==> config.mk <==
export PLATFORM = sky130hd
export DESIGN_NAME = integer_to_ascii_formatter
export DESIGN_NICKNAME = d
export VERILOG_FILES = /design/src/rtl/ita_pkg.sv /design/src/rtl/integer_to_ascii_formatter.sv /design/src/rtl/ita_dp.sv /design/src/rtl/ita_ctrl.sv
export SDC_FILE = /design/constraint.sdc
export NUM_CORES = 1
export LEC_CHECK = 0
export BUFFER_PORTS_ARGS = -buffer_cell sky130_fd_sc_hd__buf_2
export CORE_AREA = 2 2 210 171
export CTS_CLUSTER_SIZE = 10
export DETAILED_ROUTE_END_ITERATION = 10
export DIE_AREA = 0 0 212 173
export HOLD_SLACK_MARGIN = 0.1
export PLACE_DENSITY = 0.72
export SETUP_SLACK_MARGIN = 0.02
export SLEW_MARGIN = 30
export SYNTH_ARGS = -nofsm -noshare
export SYNTH_HDL_FRONTEND = slang
export SYNTH_HIERARCHICAL = 1
export SYNTH_SLANG_ARGS = --single-unit
==> constraint.sdc <==
create_clock -name aclk -period 12 [get_ports aclk]
set_input_delay 0.6 -clock aclk [delete_from_list [all_inputs] [get_ports aclk]]
set_output_delay 0.6 -clock aclk [all_outputs]
set_load 0.05 [all_outputs]
==> src/rtl/ita_pkg.sv <==
`default_nettype none

package ita_pkg;

    // width of the value field and of the packed input stream data
    localparam int VALUE_W    = 64;
    localparam int MODE_W     = 2;
    localparam int S_TDATA_W  = 72;
    localparam int CHAR_W     = 8;

    // mode codes
    localparam logic [MODE_W-1:0] MODE_UNSIGNED = 2'd0;
    localparam logic [MODE_W-1:0] MODE_SIGNED   = 2'd1;
    localparam logic [MODE_W-1:0] MODE_HEX      = 2'd2;
    localparam logic [MODE_W-1:0] MODE_HEX_ALT  = 2'd3;

    // ascii codes
    localparam logic [CHAR_W-1:0] CHAR_ZERO  = 8'h30;
    localparam logic [CHAR_W-1:0] CHAR_LOW_A = 8'h61;
    localparam logic [CHAR_W-1:0] CHAR_X     = 8'h78;
    localparam logic [CHAR_W-1:0] CHAR_MINUS = 8'h2d;
    localparam logic [CHAR_W-1:0] DIGIT_TEN  = 8'd10;

    typedef enum logic [2:0] {
        ST_IDLE,
        ST_CONV,
        ST_FIND,
        ST_SIGN,
        ST_ZERO,
        ST_X,
        ST_DIGIT
    } ita_state_t;

    typedef enum logic [1:0] {
        SEL_SIGN,
        SEL_ZERO,
        SEL_X,
        SEL_DIGIT
    } ita_sel_t;

    typedef struct packed {
        logic     load;
        logic     conv_step;
        logic     find;
        logic     emit;
        ita_sel_t sel;
    } ita_cmd_t;

    typedef struct packed {
        logic hex;
        logic neg;
        logic conv_last;
        logic idx_zero;
    } ita_status_t;

    // one digit 0..15 to its lower-case ascii glyph
    function automatic logic [CHAR_W-1:0] ita_glyph(input logic [3:0] d);
        logic [CHAR_W-1:0] dx;
        dx = {4'h0, d};
        if (d < 4'd10) begin
            return CHAR_ZERO + dx;
        end
        return CHAR_LOW_A + dx - DIGIT_TEN;
    endfunction

endpackage

`default_nettype wire

==> src/rtl/integer_to_ascii_formatter.sv <==
// integer_to_ascii_formatter: formats one integer as ascii text
//
// input channel s_*: one item holds a mode and a value. mode 0 prints
// unsigned decimal, mode 1 signed decimal ('-' if negative), modes 2 and 3
// print "0x" and lower-case hex. only the low VALUE_BITS bits of the value
// are used. leading zeros are dropped, zero prints as one '0' digit.
// output channel m_*: one item per character, most significant first,
// with tlast on the final character of the text.
// sequence: a decimal item is taken, passes through the binary to bcd unit
// (four shift-and-add-3 steps a cycle), has its top digit located, then
// is sent one character per cycle while the receiver is ready. a hex item
// skips the bcd unit.
// the next item is taken as soon as the last character sits in the output
// register, while that character still waits to be read.
// reset clears the controller and the output valid; no text is in flight.
// a stalled receiver holds the current character and the block waits.
`default_nettype none

module integer_to_ascii_formatter #(
    parameter int VALUE_BITS = 64
) (
    input  wire logic                             aclk,
    input  wire logic                             aresetn,
    input  wire logic                             s_tvalid,
    output logic                                  s_tready,
    // [1:0] mode, [65:2] value, [71:66] zero
    input  wire logic [ita_pkg::S_TDATA_W-1:0]    s_tdata,
    output logic                                  m_tvalid,
    input  wire logic                             m_tready,
    // [7:0] char_code
    output logic [ita_pkg::CHAR_W-1:0]            m_tdata,
    output logic                                  m_tlast
);
    import ita_pkg::*;

    ita_cmd_t    cmd;
    ita_status_t status;

    // controller: handshakes and character sequencing
    ita_ctrl u_ctrl (
        .aclk     (aclk),
        .aresetn  (aresetn),
        .s_tvalid (s_tvalid),
        .s_tready (s_tready),
        .m_tready (m_tready),
        .m_tvalid (m_tvalid),
        .status   (status),
        .cmd      (cmd)
    );

    // datapath: magnitude, bcd conversion, digit select, output register
    ita_dp #(
        .VALUE_BITS (VALUE_BITS)
    ) u_dp (
        .aclk     (aclk),
        .aresetn  (aresetn),
        .cmd      (cmd),
        .in_mode  (s_tdata[MODE_W-1:0]),
        .in_value (s_tdata[MODE_W +: VALUE_W]),
        .status   (status),
        .out_char (m_tdata),
        .out_last (m_tlast)
    );

endmodule

`default_nettype wire

==> src/rtl/ita_dp.sv <==
`default_nettype none

module ita_dp #(
    parameter int VALUE_BITS = 64
) (
    input  wire logic                           aclk,
    input  wire logic                           aresetn,
    input  wire ita_pkg::ita_cmd_t              cmd,
    input  wire logic [ita_pkg::MODE_W-1:0]     in_mode,
    input  wire logic [ita_pkg::VALUE_W-1:0]    in_value,
    output ita_pkg::ita_status_t                status,
    output logic [ita_pkg::CHAR_W-1:0]          out_char,
    output logic                                out_last
);
    import ita_pkg::*;

    localparam int PAD_BITS   = ((VALUE_BITS + 3) / 4) * 4;
    localparam int ITERS      = PAD_BITS / 4;
    localparam int HEX_DIGITS = PAD_BITS / 4;
    localparam int DEC_DIGITS = (VALUE_BITS * 30103) / 100000 + 1;
    localparam int NUM_DIGITS = (DEC_DIGITS > HEX_DIGITS) ? DEC_DIGITS : HEX_DIGITS;
    localparam int BCD_W      = NUM_DIGITS * 4;
    localparam int IDX_W      = $clog2(NUM_DIGITS);
    localparam int CNT_W      = $clog2(ITERS);

    logic [PAD_BITS-1:0]  bin_reg, bin_next;
    logic [BCD_W-1:0]     bcd_reg, bcd_next;
    logic [CNT_W-1:0]     cnt_reg, cnt_next;
    logic [IDX_W-1:0]     idx_reg, idx_next;
    logic                 hex_reg, hex_next;
    logic                 neg_reg, neg_next;
    logic [CHAR_W-1:0]    out_char_reg, out_char_next;
    logic                 out_last_reg, out_last_next;

    logic [VALUE_BITS-1:0] in_v, in_mag;
    logic [PAD_BITS-1:0]   in_pad;
    logic                  in_neg, in_hex;
    logic [BCD_W-1:0]      dab_bcd;
    logic [PAD_BITS-1:0]   dab_bin;
    logic [IDX_W-1:0]      find_idx;
    logic [3:0]            cur_digit;
    logic [CHAR_W-1:0]     emit_char;
    logic                  emit_digit;

    // magnitude and mode decode of the incoming item
    always_comb begin
        in_v   = in_value[VALUE_BITS-1:0];
        in_hex = (in_mode == MODE_HEX) || (in_mode == MODE_HEX_ALT);
        in_neg = (in_mode == MODE_SIGNED) && in_v[VALUE_BITS-1];
        in_mag = in_neg ? ((~in_v) + VALUE_BITS'(1)) : in_v;
        in_pad = PAD_BITS'(in_mag);
    end

    // four shift-and-add-3 steps per cycle
    always_comb begin
        logic [BCD_W+PAD_BITS-1:0] work;
        work = {bcd_reg, bin_reg};
        for (int s = 0; s < 4; s++) begin
            for (int d = 0; d < NUM_DIGITS; d++) begin
                if (work[PAD_BITS + 4*d +: 4] >= 4'd5) begin
                    work[PAD_BITS + 4*d +: 4] = work[PAD_BITS + 4*d +: 4] + 4'd3;
                end
            end
            work = work << 1;
        end
        dab_bcd = work[BCD_W+PAD_BITS-1:PAD_BITS];
        dab_bin = work[PAD_BITS-1:0];
    end

    // most significant non-zero digit, zero if none
    always_comb begin
        find_idx = '0;
        for (int d = 0; d < NUM_DIGITS; d++) begin
            if (bcd_reg[4*d +: 4] != 4'd0) begin
                find_idx = IDX_W'(d);
            end
        end
    end

    always_comb begin
        cur_digit  = bcd_reg[{idx_reg, 2'b00} +: 4];
        emit_digit = cmd.emit && (cmd.sel == SEL_DIGIT);
        case (cmd.sel)
            SEL_SIGN:  emit_char = CHAR_MINUS;
            SEL_ZERO:  emit_char = CHAR_ZERO;
            SEL_X:     emit_char = CHAR_X;
            SEL_DIGIT: emit_char = ita_glyph(cur_digit);
            default:   emit_char = CHAR_ZERO;
        endcase
    end

    always_comb begin
        bin_next      = bin_reg;
        bcd_next      = bcd_reg;
        cnt_next      = cnt_reg;
        idx_next      = idx_reg;
        hex_next      = hex_reg;
        neg_next      = neg_reg;
        out_char_next = out_char_reg;
        out_last_next = out_last_reg;
        if (cmd.load) begin
            hex_next = in_hex;
            neg_next = in_neg;
            cnt_next = '0;
            // hex digits are the nibbles themselves
            bin_next = in_hex ? '0 : in_pad;
            bcd_next = in_hex ? BCD_W'(in_pad) : '0;
        end
        if (cmd.conv_step) begin
            bin_next = dab_bin;
            bcd_next = dab_bcd;
            cnt_next = cnt_reg + CNT_W'(1);
        end
        if (cmd.find) begin
            idx_next = find_idx;
        end
        if (cmd.emit) begin
            out_char_next = emit_char;
            out_last_next = emit_digit && (idx_reg == '0);
        end
        if (emit_digit && (idx_reg != '0)) begin
            idx_next = idx_reg - IDX_W'(1);
        end
    end

    always_ff @(posedge aclk) begin
        if (!aresetn) begin
            cnt_reg <= '0;
            idx_reg <= '0;
        end else begin
            cnt_reg <= cnt_next;
            idx_reg <= idx_next;
        end
    end

    always_ff @(posedge aclk) begin
        bin_reg      <= bin_next;
        bcd_reg      <= bcd_next;
        hex_reg      <= hex_next;
        neg_reg      <= neg_next;
        out_char_reg <= out_char_next;
        out_last_reg <= out_last_next;
    end

    assign status.hex       = hex_reg;
    assign status.neg       = neg_reg;
    assign status.conv_last = (cnt_reg == CNT_W'(ITERS - 1));
    assign status.idx_zero  = (idx_reg == '0);
    assign out_char         = out_char_reg;
    assign out_last         = out_last_reg;

    a_last_on_final_digit: assert property (@(posedge aclk) disable iff (!aresetn)
        (cmd.emit && (cmd.sel == SEL_DIGIT) && (idx_reg == '0)) |=> out_last_reg)
        else $error("final digit not marked last");

    a_prefix_not_last: assert property (@(posedge aclk) disable iff (!aresetn)
        (cmd.emit && (cmd.sel != SEL_DIGIT)) |=> !out_last_reg)
        else $error("prefix character marked last");

    a_load_clears_count: assert property (@(posedge aclk) disable iff (!aresetn)
        cmd.load |=> (cnt_reg == '0))
        else $error("iteration count not cleared on load");

endmodule

`default_nettype wire

==> src/rtl/ita_ctrl.sv <==
`default_nettype none

module ita_ctrl (
    input  wire logic                 aclk,
    input  wire logic                 aresetn,
    input  wire logic                 s_tvalid,
    output logic                      s_tready,
    input  wire logic                 m_tready,
    output logic                      m_tvalid,
    input  wire ita_pkg::ita_status_t status,
    output ita_pkg::ita_cmd_t         cmd
);
    import ita_pkg::*;

    ita_state_t state_reg, state_next;
    logic       m_tvalid_reg, m_tvalid_next;
    logic       out_free;

    assign out_free = !m_tvalid_reg || m_tready;

    always_comb begin
        state_next = state_reg;
        case (state_reg)
            ST_IDLE: begin
                if (s_tvalid) begin
                    state_next = ST_CONV;
                end
            end
            ST_CONV: begin
                if (status.hex || status.conv_last) begin
                    state_next = ST_FIND;
                end
            end
            ST_FIND: begin
                if (status.hex) begin
                    state_next = ST_ZERO;
                end else if (status.neg) begin
                    state_next = ST_SIGN;
                end else begin
                    state_next = ST_DIGIT;
                end
            end
            ST_SIGN: begin
                if (out_free) begin
                    state_next = ST_DIGIT;
                end
            end
            ST_ZERO: begin
                if (out_free) begin
                    state_next = ST_X;
                end
            end
            ST_X: begin
                if (out_free) begin
                    state_next = ST_DIGIT;
                end
            end
            ST_DIGIT: begin
                if (out_free && status.idx_zero) begin
                    state_next = ST_IDLE;
                end
            end
            default: state_next = ST_IDLE;
        endcase
    end

    always_comb begin
        s_tready      = 1'b0;
        cmd.load      = 1'b0;
        cmd.conv_step = 1'b0;
        cmd.find      = 1'b0;
        cmd.emit      = 1'b0;
        cmd.sel       = SEL_DIGIT;
        case (state_reg)
            ST_IDLE: begin
                s_tready = 1'b1;
                cmd.load = s_tvalid;
            end
            ST_CONV: begin
                cmd.conv_step = !status.hex;
            end
            ST_FIND: begin
                cmd.find = 1'b1;
            end
            ST_SIGN: begin
                cmd.emit = out_free;
                cmd.sel  = SEL_SIGN;
            end
            ST_ZERO: begin
                cmd.emit = out_free;
                cmd.sel  = SEL_ZERO;
            end
            ST_X: begin
                cmd.emit = out_free;
                cmd.sel  = SEL_X;
            end
            ST_DIGIT: begin
                cmd.emit = out_free;
                cmd.sel  = SEL_DIGIT;
            end
            default: begin
                cmd.sel = SEL_DIGIT;
            end
        endcase
    end

    always_comb begin
        if (cmd.emit) begin
            m_tvalid_next = 1'b1;
        end else if (m_tready) begin
            m_tvalid_next = 1'b0;
        end else begin
            m_tvalid_next = m_tvalid_reg;
        end
    end

    always_ff @(posedge aclk) begin
        if (!aresetn) begin
            state_reg    <= ST_IDLE;
            m_tvalid_reg <= 1'b0;
        end else begin
            state_reg    <= state_next;
            m_tvalid_reg <= m_tvalid_next;
        end
    end

    assign m_tvalid = m_tvalid_reg;

    a_accept_starts_conv: assert property (@(posedge aclk) disable iff (!aresetn)
        (state_reg == ST_IDLE && s_tvalid) |=> (state_reg == ST_CONV))
        else $error("accepted item did not start conversion");

    a_stall_holds_digit: assert property (@(posedge aclk) disable iff (!aresetn)
        (state_reg == ST_DIGIT && m_tvalid_reg && !m_tready) |=> (state_reg == ST_DIGIT))
        else $error("digit phase left while output stalled");

    a_hex_skips_conv: assert property (@(posedge aclk) disable iff (!aresetn)
        (state_reg == ST_CONV && status.hex) |=> (state_reg == ST_FIND))
        else $error("hex item ran decimal conversion");

endmodule

`default_nettype wire
Yosys cells after proc, flatten, opt, wreduce, memory -nomap -nowiden

Index checks and enable logic that the tools add are counted.

Input bits: 76
Register bits after elaboration: 168
Output and inout bits: 11
Logic and storage cells: 368

Equality and inequality tests: 18
Bitwise gates (word level): 1
$lt $le $gt $ge: 81
Reductions and logical operators: 39
Add/sub/neg operators: 86
Mux-type cells: 131
Shift-type cells: 1

Operators by type and width:

| operator              | count |
|---|---|
| $mux 4                | 86 |
| $ge 4x3->1 const B    | 80 |
| $mux 64               | 5 |
| $add 4x2->4 const B   | 76 |
| $mux 80               | 2 |
| $shiftx 80x8->4       | 1 |
| $reduce_bool 4->1     | 19 |
| $add 64x1->64 const B | 1 |
| $not 64->64           | 1 |
| $mux 3                | 15 |
| $pmux 8 s4            | 1 |
| $mux 5                | 6 |
| $pmux 3 s6            | 1 |
| $mux 8                | 2 |
| $add 3x2->3 const B   | 4 |
| $mux 1                | 10 |
| $eq 3x3->1 const B    | 3 |
| $add 7x4->8 const A   | 1 |
| $eq 2x2->1 const B    | 4 |
| $ne 2x1->1 const B    | 4 |
| $sub 8x4->8 const B   | 1 |
| $add 6x4->7 const A   | 1 |
| $eq 3x2->1 const B    | 2 |
| $pmux 2 s3            | 1 |
| other kinds (19)      | 30 |

Depth between registers and ports, before layout

Depth after elaboration: 22
Gate-level depth with buffers: 22
Depth with buffers taken out: 22

Modules after synthesis

The synthesis kept the hierarchy.

By module, submodules not included:

| module   | area an instance (µm²) | seq. area each (µm²) | times used | cells each |
|---|---|---|---|---|
| ita_dp   | 18388.9                | 4764.6               | 1          | 2306 |
| ita_ctrl | 345.3                  | 80.1                 | 1          | 41 |

Worst setup path after synthesis

No wires, ideal clock.

Path kind: register -> register
Start: register u_ctrl.state_reg[0]
End: register u_dp.cnt_reg[3]
Setup time: 0.290 ns
Slack: 6.637 ns
Path buffers: 1
Period minus slack after synthesis: 5.363 ns
Stages on the path, launching flop included: 7
Data arrival time: 5.072 ns
Required time: 11.710 ns
Path through: dfxtp_1 > buf_2 > nor3_1 > and2_1 > nor2_1 > inv_1 > a311oi_1

RTL lines:

| what                   | line            | source |
|---|---|---|
| from (decl)            | ita_ctrl.sv:15  | `ita_state_t state_reg, state_next;` |
| from (signal assigned) | ita_ctrl.sv:122 | `state_reg <= state_next;` |
| to (signal assigned)   | ita_dp.sv:131   | `cnt_reg <= cnt_next;` |
| to (decl)              | ita_dp.sv:28    | `logic [CNT_W-1:0] cnt_reg, cnt_next;` |

Final worst setup path

Start: register u_dp.bcd_reg[60]
End: register u_dp.bcd_reg[66], data pin

Word-level cells in the longest chain between the ends: 9

RTL lines:

| what                                             | line                       | source |
|---|---|---|
| from (decl)                                      | ita_dp.sv:27               | `logic [BCD_W-1:0] bcd_reg, bcd_next;` |
| from (signal assigned)                           | ita_dp.sv:138              | `bcd_reg <= bcd_next;` |
| $add 4x2->4 / $ge 4x3->1 (equally long branches) | ita_dp.sv:61, ita_dp.sv:60 |  |
| $mux 4 (*)                                       | ita_dp.sv:60               | `if (work[PAD_BITS + 4*d +: 4] >= 4'd5) begin` |
| $add 4x2->4 / $ge 4x3->1 (equally long branches) | ita_dp.sv:61, ita_dp.sv:60 |  |
| $mux 4                                           | ita_dp.sv:60               |  |
| $add 4x2->4 / $ge 4x3->1 (equally long branches) | ita_dp.sv:61, ita_dp.sv:60 |  |
| $mux 4                                           | ita_dp.sv:60               |  |
| $add 4x2->4 / $ge 4x3->1 (equally long branches) | ita_dp.sv:61, ita_dp.sv:60 |  |
| $mux 4 (*)                                       | ita_dp.sv:60               |  |
| $mux 80 (*)                                      | ita_dp.sv:109              | `if (cmd.conv_step) begin` |

Mark *: on every way between the ends. The rest lies on a longest branch, timed or not.
A chain may end at the register's enable or synchronous reset.

==> impl_results.md <==
* Status: complete, no violations
* DPL Wire Length at 39.13 mm
* Total GRT Usage at 28.42%
* Synth unique cells at between 100 and 150
* #FFs+latches synth at 167
* # rows at between 60 and 70
* WL/cell at 18.76 um
* Sequential area share after synthesis at 25.86%
* Nets at 2520
* Dpl cell area at 0.01939 mm2
* Die Ht at 173 um
* Vias at 18220
* Die area at ~0.037 mm2
* CP Class: register to register
* Post-CTS Setup Inserts at 0
* Worst-margin pin slew at between 0.9 and 1 ns
* Cell taking the most area after synthesis: edfxtp_1
* Core Area at 0.03442 mm2
* Post-Syn Nets at 2516
* Crit-path max FO at 7
* Max capacitance violation total at 0
* Chip width at between 200 and 250 um
* Hold Crit Class: register to register
* Final wirelength at about 53 mm
* Post-Synthesis Cells at 2347
* Ys flop type: edfxtp_1
* Vias in the first global route at between 15000 and 20000
* Clock buffer depth at 2
* CTS tree: built
* Clock skew at 0.01300 ns
* Final min period at 4.785 ns
* Area of the multi-input gates at ~0.013 mm2
* Most area-consuming cells after synthesis: edfxtp_1 (24%), ha_1 (6.2%), o21ai_0 (6.1%)
* Routability Congestion at 0.9472
* Synth top area share at between 20% and 30%
* Grt total ovfl at 0
* Vias per inst at 6.413
* Worst skew pair latency at between 0.4 and 0.5 ns
* Worst rel slew slack at 34.39%
* Max reg flops at 80
* Async S/R FF share, synth at 0%
* WP data required at 12.21 ns
* Post-synth EDFFs at 150
* Arrival time worst endpoint at 5.00 ns
* CTS Hold Bufs at 0
* Layout area overhead at 6.632%
* Startpoint Class: register
* Post-route DRC violation count at 0
* Fraction of layout cells with a size suffix above 1 at 11.97%
* Cts bufs inserted at 17
* CP endpoint kind: register
* Post-route cell area at 0.01998 mm2
* Initial antenna violation count at 5
* Number of I/O pins at 87
* Root buffer cell: clkbuf_16
* PostCTS Resize Cnt at 0
* Pin count of the biggest net entering global routing at 144
* Setup-failing EPs final at 0
* Filler cells at 3090
* Starting DRT DRC Count at approximately 2000
* Fin Setup TNS at 0 ns
* RSZ-0062 raised after global routing: false
* Synthesized cell area at 0.01873 mm2
* Commonest cells in the netlist: nand2_1 (242), o21ai_0 (229), a21oi_1 (157), edfxtp_1 (150), nor2_1 (148)
* Buffers added on ports at 79
* Most frequent cell after synthesis: nand2_1
* Final hold violations at 0
* Max-slew violation count at 0
* Tcrit/Tclk final at 39.88%
* H-tree Lvls at 4
* Peak Freq at 209.0 MHz
* Mapped Avg Cell Area at 7.982 um2
* Initial Util at between 50% and 60%
* Sequential Area at 0.004845 mm2
* First-pass GRT wire length at 84.82 mm
* Synthesis warning total at 6
* Clk pin slew, worst setup/hold paths at around 0.070 ns
* Drt pass-1 iters at 6
* CTS Sinks at 167
* Post-DRT Antenna Nets at 0
==> through the flow <==
stage	utilization (%)	cells	setup slack, ns	hold slack [ns]
4_1_cts	58.00	2836	7.262	0.4652
3_5_place_dp	56.33	2804	7.297	0.4537
6_report	58.04	2841	7.215	0.4664
5_1_grt	58.04	2841	6.768	0.4849
3_3_place_gp	56.30	2804	7.533	0.4435
2_1_floorplan	-	2347	6.637	0.4249
==> final cells by class <==
class | instances | share of cell area, %
Tap cell | 472 | 2.956
Sequential cell | 167 | 24.25
Clock buffer | 20 | 2.236
Antenna cell | 5 | 0.06263
Inverter | 140 | 2.662
Multi-Input combinational cell | 1936 | 64.76
Clock inverter | 12 | 0.6326
Timing Repair Buffer | 89 | 2.436
==> cells by family (layout without fill, tap and decap cells) <==
logic type	Yosys count	in the layout	share of synthesized area, %
and+or+nand+nor	817	817	21.63
other	2	7	0.04009
buffers and inverters	244	261	5.183
adders and majority gates	93	93	6.211
AOI/OAI and AO/OA	798	798	27.71
xor gates and xnor gates	93	93	4.348
muxes	133	133	9.023
DFF	167	167	25.86
==> final timing paths <==
kind	endpoint	depth (start not counted)	slack, ns	start
setup reg to reg	u_dp/bcd_reg[66]$_SDFFCE_PN0P_	19	7.21	u_dp/bcd_reg[60]$_DFFE_PP_
hold / removal	u_dp/bin_reg[1]$_SDFFE_PP0P_	2	0.47	u_dp/bin_reg[1]$_SDFFE_PP0P_
setup / recovery	u_dp/bcd_reg[66]$_SDFFCE_PN0P_	19	7.21	u_dp/bcd_reg[60]$_DFFE_PP_
hold reg to reg	u_dp/bin_reg[1]$_SDFFE_PP0P_	2	0.47	u_dp/bin_reg[1]$_SDFFE_PP0P_
==> layout by cell type, fill, tap and decap left out, drive strengths merged, types with 28 or more instances in the layout <==
cell type / netlist / final
buf: 30 / 89
nor3: 58 / 58
mux2i: 71 / 71
nor2b: 38 / 38
inv: 138 / 140
nand2: 242 / 242
a21oi: 158 / 158
ha: 93 / 93
xnor2: 62 / 62
o21ai: 242 / 242
mux2: 38 / 38
a31oi: 51 / 51
edfxtp: 150 / 150
or2: 56 / 56
and3: 31 / 31
o21a: 31 / 31
o211ai: 28 / 28
a211oi: 65 / 65
nand2b: 46 / 46
nor2: 148 / 148
nand3: 98 / 98
xor2: 31 / 31
==> critical path: stages, from the launching register on <==
cell	delay, ns
edfxtp_1	0.53
inv_1	0.10
ha_1	0.25
nor2b_1	0.23
nor3_1	0.07
a21oi_1	0.50
inv_1	0.10
ha_1	0.23
nor2b_1	0.20
a2111oi_0	0.11
a211oi_1	0.44
xnor2_1	0.30
ha_1	0.26
nor2b_1	0.06
o221ai_1	0.18
nand2_1	0.15
ha_1	0.27
o21ai_0	0.27
a21oi_1	0.11
o21a_1	0.15
==> metal layers <==
| layer | share of wire (%) | global-route usage [%] |
|---|---|---|
| met1 | 46 | 40.64 |
| met2 | 45 | 44.59 |
| met3 | 7.2 | 4.177 |
| met4 | 2.2 | 7.952 |
| met5 | 0 | 0 |
Power is left out: the tool's default activity adds up to more than one toggle a clock period on the data nets, which glitch-free logic cannot reach.
